`src/hdl/bse_pkg.sv`:
```
// shared types and constants for the button scroll emulator
`default_nettype none

package bse_pkg;

  localparam int unsigned KIND_BITS = 3;
  localparam int unsigned THR_BITS  = 10;
  localparam int unsigned ACC_BITS  = 18;

  localparam logic [THR_BITS-1:0] THR_RESET = THR_BITS'(10);

  typedef enum logic [KIND_BITS-1:0] {
    EV_MOVE  = 3'd0,
    EV_XDOWN = 3'd1,
    EV_XUP   = 3'd2,
    EV_LDOWN = 3'd3,
    EV_LUP   = 3'd4,
    EV_RDOWN = 3'd5,
    EV_RUP   = 3'd6,
    EV_OTHER = 3'd7
  } event_kind_e;

endpackage

`default_nettype wire

```
`src/hdl/bse_if.sv`:
```
// channel interfaces: pointer events in, results out, threshold writes
`default_nettype none

interface bse_in_if #(
  parameter int unsigned COORD_BITS = 16
);
  logic                                   valid;
  logic                                   ready;
  logic        [bse_pkg::KIND_BITS-1:0]   event_kind;
  logic signed [COORD_BITS-1:0]           pos_x;
  logic signed [COORD_BITS-1:0]           pos_y;

  modport source (output valid, event_kind, pos_x, pos_y, input ready);
  modport sink   (input valid, event_kind, pos_x, pos_y, output ready);
endinterface

interface bse_out_if #(
  parameter int unsigned COORD_BITS = 16
);
  logic                         valid;
  logic                         ready;
  logic                         forward_event;
  logic                         warp_valid;
  logic signed [COORD_BITS-1:0] warp_x;
  logic signed [COORD_BITS-1:0] warp_y;
  logic                         wheel_valid;
  logic                         wheel_up;
  logic signed [COORD_BITS-1:0] wheel_x;
  logic signed [COORD_BITS-1:0] wheel_y;

  modport source (output valid, forward_event, warp_valid, warp_x, warp_y,
                  wheel_valid, wheel_up, wheel_x, wheel_y, input ready);
  modport sink   (input valid, forward_event, warp_valid, warp_x, warp_y,
                  wheel_valid, wheel_up, wheel_x, wheel_y, output ready);
endinterface

interface bse_cfg_if;
  logic                            valid;
  logic                            ready;
  logic [bse_pkg::THR_BITS-1:0]    data;

  modport source (output valid, data, input ready);
  modport sink   (input valid, data, output ready);
endinterface

`default_nettype wire

```
`src/hdl/button_scroll_emulator_core.sv`:
```
// button scroll emulator: mode machine, origin latch, accumulator, notch output
//
//  channel   dir  handshake      payload
//  evt_i     in   valid/ready    event_kind, pos_x, pos_y
//  res_o     out  valid/ready    forward_event, warp_*, wheel_valid, wheel_up, wheel_*
//  cfg_i     in   valid/ready    data = scroll_threshold (always ready)
//
//  event beat to result beat passes the input register, then the result register
//  one event per cycle sustained unless res_o stalls; mode, origin and accumulator
//  update as the event moves from the input register into the result register
//  a stalled result holds the input register, which then drops evt_i.ready
//  reset clears mode, origin, accumulator and sets the threshold to ten
`default_nettype none

module button_scroll_emulator_core #(
  parameter int unsigned COORD_BITS = 16
) (
  input  wire           clk_i,
  input  wire           rst_ni,
  bse_in_if.sink        evt_i,
  bse_out_if.source     res_o,
  bse_cfg_if.sink       cfg_i
);

  localparam int unsigned SUM_BITS =
    (COORD_BITS + 2 > bse_pkg::ACC_BITS + 1) ? COORD_BITS + 2 : bse_pkg::ACC_BITS + 1;

  typedef enum logic [2:0] {
    MODE_IDLE     = 3'd0,
    MODE_XDOWN    = 3'd1,
    MODE_XSCROLL  = 3'd2,
    MODE_LDOWN    = 3'd3,
    MODE_RDOWN    = 3'd4,
    MODE_LRDOWN   = 3'd5,
    MODE_LRSCROLL = 3'd6
  } mode_e;

  // threshold register
  logic [bse_pkg::THR_BITS-1:0] thr_q;

  assign cfg_i.ready = 1'b1;

  always_ff @(posedge clk_i or negedge rst_ni) begin
    if (!rst_ni) begin
      thr_q <= bse_pkg::THR_RESET;
    end else if (cfg_i.valid) begin
      thr_q <= cfg_i.data;
    end
  end

  // input register
  logic                            s1_valid_q;
  logic [bse_pkg::KIND_BITS-1:0]   s1_kind_q;
  logic signed [COORD_BITS-1:0]    s1_x_q;
  logic signed [COORD_BITS-1:0]    s1_y_q;
  logic                            advance;
  logic                            in_fire;

  assign advance     = s1_valid_q && (!res_o.valid || res_o.ready);
  assign evt_i.ready = !s1_valid_q || advance;
  assign in_fire     = evt_i.valid && evt_i.ready;

  always_ff @(posedge clk_i or negedge rst_ni) begin
    if (!rst_ni) begin
      s1_valid_q <= 1'b0;
    end else if (evt_i.ready) begin
      s1_valid_q <= evt_i.valid;
    end
  end

  always_ff @(posedge clk_i) begin
    if (in_fire) begin
      s1_kind_q <= evt_i.event_kind;
      s1_x_q    <= evt_i.pos_x;
      s1_y_q    <= evt_i.pos_y;
    end
  end

  // state and decision logic
  mode_e                              mode_q, mode_d;
  logic signed [COORD_BITS-1:0]       origin_x_q, origin_y_q;
  logic signed [bse_pkg::ACC_BITS-1:0] accum_q, accum_d;
  logic                               fwd, warp, accumulate, latch, clear_acc;
  logic                               wheel, wheel_up;
  logic signed [SUM_BITS-1:0]         sum, thr_ext;

  assign thr_ext = SUM_BITS'(signed'({1'b0, thr_q}));
  assign sum     = SUM_BITS'(accum_q) + SUM_BITS'(s1_y_q) - SUM_BITS'(origin_y_q);

  always_comb begin
    mode_d     = mode_q;
    fwd        = 1'b1;
    warp       = 1'b0;
    accumulate = 1'b0;
    latch      = 1'b0;
    clear_acc  = 1'b0;
    unique case (mode_q)
      MODE_IDLE: begin
        if (s1_kind_q == bse_pkg::EV_XDOWN) begin
          fwd    = 1'b0;
          mode_d = MODE_XDOWN;
          latch  = 1'b1;
        end else if (s1_kind_q == bse_pkg::EV_LDOWN) begin
          mode_d = MODE_LDOWN;
          latch  = 1'b1;
        end
      end
      MODE_XDOWN: begin
        if (s1_kind_q == bse_pkg::EV_MOVE) begin
          fwd       = 1'b0;
          mode_d    = MODE_XSCROLL;
          clear_acc = 1'b1;
          warp      = 1'b1;
        end
      end
      MODE_XSCROLL: begin
        if (s1_kind_q == bse_pkg::EV_XUP) begin
          fwd    = 1'b0;
          mode_d = MODE_IDLE;
        end else if (s1_kind_q == bse_pkg::EV_MOVE) begin
          accumulate = 1'b1;
        end
      end
      MODE_LDOWN: begin
        if (s1_kind_q == bse_pkg::EV_RDOWN) begin
          fwd    = 1'b0;
          mode_d = MODE_LRDOWN;
          latch  = 1'b1;
        end else if (s1_kind_q == bse_pkg::EV_LUP) begin
          mode_d = MODE_IDLE;
        end
      end
      MODE_LRDOWN: begin
        if (s1_kind_q == bse_pkg::EV_MOVE) begin
          fwd       = 1'b0;
          mode_d    = MODE_LRSCROLL;
          clear_acc = 1'b1;
          warp      = 1'b1;
        end else if (s1_kind_q == bse_pkg::EV_LUP) begin
          mode_d = MODE_IDLE;
        end else if (s1_kind_q == bse_pkg::EV_RUP) begin
          fwd    = 1'b0;
          mode_d = MODE_LDOWN;
        end
      end
      MODE_LRSCROLL: begin
        if (s1_kind_q == bse_pkg::EV_LUP) begin
          fwd    = 1'b0;
          mode_d = MODE_IDLE;
        end else if (s1_kind_q == bse_pkg::EV_RUP) begin
          fwd    = 1'b0;
          mode_d = MODE_LDOWN;
        end else if (s1_kind_q == bse_pkg::EV_MOVE) begin
          accumulate = 1'b1;
        end
      end
      MODE_RDOWN: begin
        // unreachable holding mode: everything forwarded
      end
      default: begin
      end
    endcase

    wheel    = 1'b0;
    wheel_up = 1'b0;
    accum_d  = accum_q;
    if (clear_acc) begin
      accum_d = '0;
    end
    if (accumulate) begin
      fwd  = 1'b0;
      warp = 1'b1;
      if (sum < -thr_ext || sum > thr_ext) begin
        wheel    = 1'b1;
        wheel_up = sum[SUM_BITS-1];
        accum_d  = '0;
      end else begin
        // within the threshold, so the kept value fits the accumulator
        accum_d = bse_pkg::ACC_BITS'(sum);
      end
    end
  end

  always_ff @(posedge clk_i or negedge rst_ni) begin
    if (!rst_ni) begin
      mode_q     <= MODE_IDLE;
      origin_x_q <= '0;
      origin_y_q <= '0;
      accum_q    <= '0;
    end else if (advance) begin
      mode_q  <= mode_d;
      accum_q <= accum_d;
      if (latch) begin
        origin_x_q <= s1_x_q;
        origin_y_q <= s1_y_q;
      end
    end
  end

  // result register
  logic                         out_valid_q;
  logic                         fwd_q, warp_q, wheel_q, up_q;
  logic signed [COORD_BITS-1:0] warp_x_q, warp_y_q, wheel_x_q, wheel_y_q;

  always_ff @(posedge clk_i or negedge rst_ni) begin
    if (!rst_ni) begin
      out_valid_q <= 1'b0;
    end else if (advance) begin
      out_valid_q <= 1'b1;
    end else if (res_o.ready) begin
      out_valid_q <= 1'b0;
    end
  end

  always_ff @(posedge clk_i) begin
    if (advance) begin
      fwd_q     <= fwd;
      warp_q    <= warp;
      warp_x_q  <= warp ? origin_x_q : '0;
      warp_y_q  <= warp ? origin_y_q : '0;
      wheel_q   <= wheel;
      up_q      <= wheel && wheel_up;
      wheel_x_q <= wheel ? s1_x_q : '0;
      wheel_y_q <= wheel ? s1_y_q : '0;
    end
  end

  assign res_o.valid         = out_valid_q;
  assign res_o.forward_event = fwd_q;
  assign res_o.warp_valid    = warp_q;
  assign res_o.warp_x        = warp_x_q;
  assign res_o.warp_y        = warp_y_q;
  assign res_o.wheel_valid   = wheel_q;
  assign res_o.wheel_up      = up_q;
  assign res_o.wheel_x       = wheel_x_q;
  assign res_o.wheel_y       = wheel_y_q;

  // checks
  a_notch_needs_warp: assert property (@(posedge clk_i) disable iff (!rst_ni)
    res_o.valid && res_o.wheel_valid |-> res_o.warp_valid && !res_o.forward_event)
    else $error("wheel notch without warp or with forward");

  a_stall_blocks_input: assert property (@(posedge clk_i) disable iff (!rst_ni)
    s1_valid_q && res_o.valid && !res_o.ready |-> !evt_i.ready)
    else $error("input taken while result stalled and input register full");

  a_advance_gives_result: assert property (@(posedge clk_i) disable iff (!rst_ni)
    advance |=> res_o.valid)
    else $error("processed beat lost from result register");

  a_no_rdown_entry: assert property (@(posedge clk_i) disable iff (!rst_ni)
    mode_q != MODE_RDOWN)
    else $error("right down mode entered");

endmodule

`default_nettype wire
```
`src/flat_wrapper.sv`:
```
// flat-port wrapper written by rule: the top's interface ports become plain ports
module button_scroll_emulator_core_flat 
#(
  parameter int unsigned COORD_BITS = 16
)
  (clk_i, rst_ni, evt_i_valid, evt_i_event_kind, evt_i_pos_x, evt_i_pos_y, evt_i_ready, res_o_valid, res_o_forward_event, res_o_warp_valid, res_o_warp_x, res_o_warp_y, res_o_wheel_valid, res_o_wheel_up, res_o_wheel_x, res_o_wheel_y, res_o_ready, cfg_i_valid, cfg_i_data, cfg_i_ready);
  bse_in_if #(.COORD_BITS(COORD_BITS)) evt_i_i ();
  bse_out_if #(.COORD_BITS(COORD_BITS)) res_o_i ();
  bse_cfg_if cfg_i_i ();
  input  wire clk_i;
  input  wire rst_ni;
  input wire logic [$bits(evt_i_i.valid)-1:0] evt_i_valid;
  input wire logic [$bits(evt_i_i.event_kind)-1:0] evt_i_event_kind;
  input wire logic [$bits(evt_i_i.pos_x)-1:0] evt_i_pos_x;
  input wire logic [$bits(evt_i_i.pos_y)-1:0] evt_i_pos_y;
  output wire logic [$bits(evt_i_i.ready)-1:0] evt_i_ready;
  output wire logic [$bits(res_o_i.valid)-1:0] res_o_valid;
  output wire logic [$bits(res_o_i.forward_event)-1:0] res_o_forward_event;
  output wire logic [$bits(res_o_i.warp_valid)-1:0] res_o_warp_valid;
  output wire logic [$bits(res_o_i.warp_x)-1:0] res_o_warp_x;
  output wire logic [$bits(res_o_i.warp_y)-1:0] res_o_warp_y;
  output wire logic [$bits(res_o_i.wheel_valid)-1:0] res_o_wheel_valid;
  output wire logic [$bits(res_o_i.wheel_up)-1:0] res_o_wheel_up;
  output wire logic [$bits(res_o_i.wheel_x)-1:0] res_o_wheel_x;
  output wire logic [$bits(res_o_i.wheel_y)-1:0] res_o_wheel_y;
  input wire logic [$bits(res_o_i.ready)-1:0] res_o_ready;
  input wire logic [$bits(cfg_i_i.valid)-1:0] cfg_i_valid;
  input wire logic [$bits(cfg_i_i.data)-1:0] cfg_i_data;
  output wire logic [$bits(cfg_i_i.ready)-1:0] cfg_i_ready;
  assign evt_i_i.valid = evt_i_valid;
  assign evt_i_i.event_kind = evt_i_event_kind;
  assign evt_i_i.pos_x = evt_i_pos_x;
  assign evt_i_i.pos_y = evt_i_pos_y;
  assign evt_i_ready = evt_i_i.ready;
  assign res_o_valid = res_o_i.valid;
  assign res_o_forward_event = res_o_i.forward_event;
  assign res_o_warp_valid = res_o_i.warp_valid;
  assign res_o_warp_x = res_o_i.warp_x;
  assign res_o_warp_y = res_o_i.warp_y;
  assign res_o_wheel_valid = res_o_i.wheel_valid;
  assign res_o_wheel_up = res_o_i.wheel_up;
  assign res_o_wheel_x = res_o_i.wheel_x;
  assign res_o_wheel_y = res_o_i.wheel_y;
  assign res_o_i.ready = res_o_ready;
  assign cfg_i_i.valid = cfg_i_valid;
  assign cfg_i_i.data = cfg_i_data;
  assign cfg_i_ready = cfg_i_i.ready;
  button_scroll_emulator_core #(.COORD_BITS(COORD_BITS)) u_core (.clk_i(clk_i), .rst_ni(rst_ni), .evt_i(evt_i_i), .res_o(res_o_i), .cfg_i(cfg_i_i));
endmodule
```
`config.mk`:
```
export PLATFORM = sky130hd
export DESIGN_NAME = button_scroll_emulator_core_flat
export DESIGN_NICKNAME = d
export VERILOG_FILES = /design/src/hdl/bse_pkg.sv /design/src/hdl/bse_if.sv /design/src/hdl/button_scroll_emulator_core.sv /design/src/flat_wrapper.sv
export SDC_FILE = /design/constraint.sdc
export NUM_CORES = 1
export LEC_CHECK = 0
export ABC_AREA = 1
export CAP_MARGIN = 10
export CORE_MARGIN = 5
export CORE_UTILIZATION = 55
export CTS_CLUSTER_DIAMETER = 120
export DETAILED_ROUTE_END_ITERATION = 16
export DONT_BUFFER_PORTS = 1
export GPL_ROUTABILITY_DRIVEN = 0
export PLACE_DENSITY = 0.72
export SLEW_MARGIN = 20
export SYNTH_ARGS = -nofsm -noshare
export SYNTH_HDL_FRONTEND = slang
export SYNTH_SLANG_ARGS = --single-unit
```
`constraint.sdc`:
```
create_clock -name clk_i -period 3.9 [get_ports clk_i]
set_input_delay 0.39 -clock clk_i [delete_from_list [all_inputs] [get_ports clk_i]]
set_output_delay 0.39 -clock clk_i [all_outputs]
set_load 0.1 [all_outputs]
```
==> flow_summary.json <==
{
  "status": "complete, no violations",
  "synth_top_area_share_pct": 32.9,
  "use_met2_pct": 35.7,
  "netlist_top_cells_area": "edfxtp_1 33%, dfrtp_1 17%, nand2_1 9.7%",
  "clockRootBuffer": "clkbuf_16",
  "cp.arrival_ps": 3990,
  "ys_types": 46,
  "cts_sinks": 168,
  "hp-class": "in -> reg",
  "startpoint_type": "flop",
  "ys_async_sr_fraction_pct": 38.7,
  "synth_ff_type": "edfxtp_1",
  "clkLatencyLatePin_ps": 430,
  "routed_wl_mm": 21.7,
  "dpl.hpwl_mm": 15.0,
  "max_stage_delay_ps": 460,
  "ys_seq_area_share_pct": 50.3,
  "syn_area_per_cell_um2": 8.76,
  "syn_inst": 1072,
  "cts_buffers": 17,
  "row_count": 47,
  "synth-seq-cells": 168,
  "grt_pass1_wl_mm": 33.7,
  "portBuffers": 0,
  "fin_crit_ps": 3810,
  "hold_viol": 0,
  "final_cells": 1327,
  "path_max_fanout": 7,
  "syn_to_final_growth_pct": 14.0,
  "coreArea_mm2": 0.0166,
  "clk_pin_slew_worst_paths_ps": 70,
  "busiest_layer": "met2",
  "fp.dieH_um": 141,
  "grt_pass1_vias": 6657,
  "grt_max_degree": 66,
  "met3_usage_pct": 4.54,
  "synth-edff-count": 103,
  "synth_warnings": 0,
  "antenna_found_initial": 0,
  "viasPerCell": 5.28,
  "nets": 1203,
  "drt_iter0_drc": 654,
  "period_share_pct": 97.6,
  "path_buf_inv": 4,
  "slew_viol_final": 0,
  "fp.dieW_um": 141,
  "crit_chain": "inv_2 -> fa_2 -> fa_2 -> inv_1 -> nand2_1 -> nand2_1 -> and2_4 -> nand3_1 -> nand3_1 -> nand2_1 -> nand2_2 -> inv_1 -> ha_1 -> nand2_1 -> nor3_2 -> nand3_2 -> nand4_4 -> nand3_4 -> nand2_8 -> clkbuf_16 -> nor2_2",
  "antenna_cells": 0,
  "synth_fp_nets": 1181,
  "pin_count": 121,
  "cp_top_family": "simple AND/OR/NAND/NOR gates",
  "vias": 7003,
  "maxCapViolations": 0,
  "tightest_slew_ps": 954,
  "drc": 0,
  "cp-end-kind": "flop",
  "crit_type": "reg -> reg",
  "initial_core_util_pct": 56.4,
  "final_cell_mix": "234 x nand2_1, 217 x inv_1, 103 x edfxtp_1, 92 x nor2_1, 62 x dfrtp_1",
  "critical-path-slowest-cell": "fa_2",
  "h-tree-depth": 4,
  "die_area_mm2": 0.0198,
  "track_usage_pct": 21.3,
  "yosysTopAreaCell": "edfxtp_1",
  "cts_tree": "built",
  "dpl.cell_count": 1288,
  "final_common_cell": "nand2_1",
  "met1_usage_pct": 28.5,
  "drive_gt1_share_pct": 15.2,
  "fmax_ghz": 0.263,
  "fin_skew_ps": 11.1,
  "setup_viol": 0,
  "critPathRequiredTime_ps": 4090,
  "clk_path_buf_depth": 2,
  "drtAntennaViolNets": 0,
  "drtPass1Iterations": 6,
  "max_slew_margin_pct": 35.8,
  "cp_common_cell": "nand2_1",
  "regToRegSetupSlack_ps": 90,
  "wl_per_cell_um": 16.3,
  "syn-cell-area_mm2": 0.00939,
  "gr-total-overflow": 0
}
-- routing by layer --
| layer | part of all wire, % | up-vias |
|---|---|---|
| met5 | 0 | - |
| met4 | 1.3 | 0 |
| met3 | 6.3 | 31 |
| met2 | 49 | 275 |
| met1 | 43 | 3260 |
| li1 | - | 3437 |
-- cells in the mapped netlist, types with 3 or more instances --
cell and instances:
nand3_2 4, buf_8 3, inv_1 227, dfrtp_1 63, and2_1 4, nand3_1 53, a21oi_1 20, edfxtp_1 103
xnor2_1 3, nand2_1 243, nor3_1 17, o21ai_0 54, a21o_1 3, nor2_2 31, clkbuf_1 16, fa_1 18
xor2_1 8, nand4_1 26, nor2_1 95, nand2_2 6, ha_1 41, nor3_2 4
-- cell type report --
type / instances / area, um^2
Clock buffer: 17 / 425
Timing Repair Buffer: 26 / 290
Inverter: 229 / 860
Tap cell: 220 / 275
Fill cell: 1291 / 5940
Clock inverter: 15 / 160
Multi-Input combinational cell: 652 / 3970
Sequential cell: 168 / 4720
-- kinds of logic after synthesis --
group / after synthesis / share of synthesized area (%)
simple gates: 493 / 23.7
xor+xnor: 12 / 1.20
compound gates: 87 / 4.96
other cells: 1 / 0.0399
fa+ha+maj: 59 / 9.30
buf+inv: 252 / 10.5
flops: 168 / 50.3
-- through the flow --
step           hold WS [ps]  instance area, um^2  setup TNS, ps  worst slack (ps)  util, %
2_1_floorplan          94.4                 9390              0               375        -
4_1_cts                25.0                10400              0              2.84     62.4
3_5_place_dp           98.8                 9730          -2150             -89.0     58.5
3_3_place_gp           98.2                 9730           -557             -39.9     58.5
5_1_grt                28.2                10700          -2680              -111     64.3
6_report               39.3                10700              0              92.1     64.3
-- sequential cells by signal, summed over array words and instances, names as in the netlist, 3 cells and up --
name                  cells
u_core.thr_q             10
u_core.s1_x_q            16
u_core.s1_y_q            16
u_core.s1_kind_q          3
u_core.origin_x_q        16
u_core.mode_q             3
u_core.accum_q           18
u_core.res_o.warp_y      16
u_core.res_o.wheel_y     16
u_core.origin_y_q        16
u_core.res_o.warp_x      16
u_core.res_o.wheel_x     16
-- final timing paths --
kind,startpoint,to,cells after the start
min reg2reg,u_core.accum_q[14]$_DFFE_PN0P_,u_core.accum_q[14]$_DFFE_PN0P_,2
max reg2reg,u_core.s1_y_q[1]$_DFFE_PP_,u_core.res_o.wheel_x[14]$_SDFFCE_PN0P_,21
max in group asynchronous,rst_ni,u_core.thr_q[1]$_DFFE_PN1P_,2
min in group asynchronous,rst_ni,u_core.accum_q[13]$_DFFE_PN0P_,2
max,u_core.s1_y_q[1]$_DFFE_PP_,u_core.res_o.wheel_x[14]$_SDFFCE_PN0P_,21
min,cfg_i_valid,u_core.thr_q[1]$_DFFE_PN1P_,1
-- what timing repair did --
| action | 4_1_cts | 5_1_grt |
|---|---|---|
| resized for setup | 5 | 55 |
| endpoints found under the hold margin | 65 | 0 |
| pin swaps | 1 | 10 |
| hold buffers | 2 | 0 |
| setup buffers | 0 | 3 |
| setup endpoints to repair | 42 | 52 |
| cloned | 0 | 2 |
Power is not shown: default switching activity piles up to over one toggle a cycle in this logic, so the estimate is an artifact.
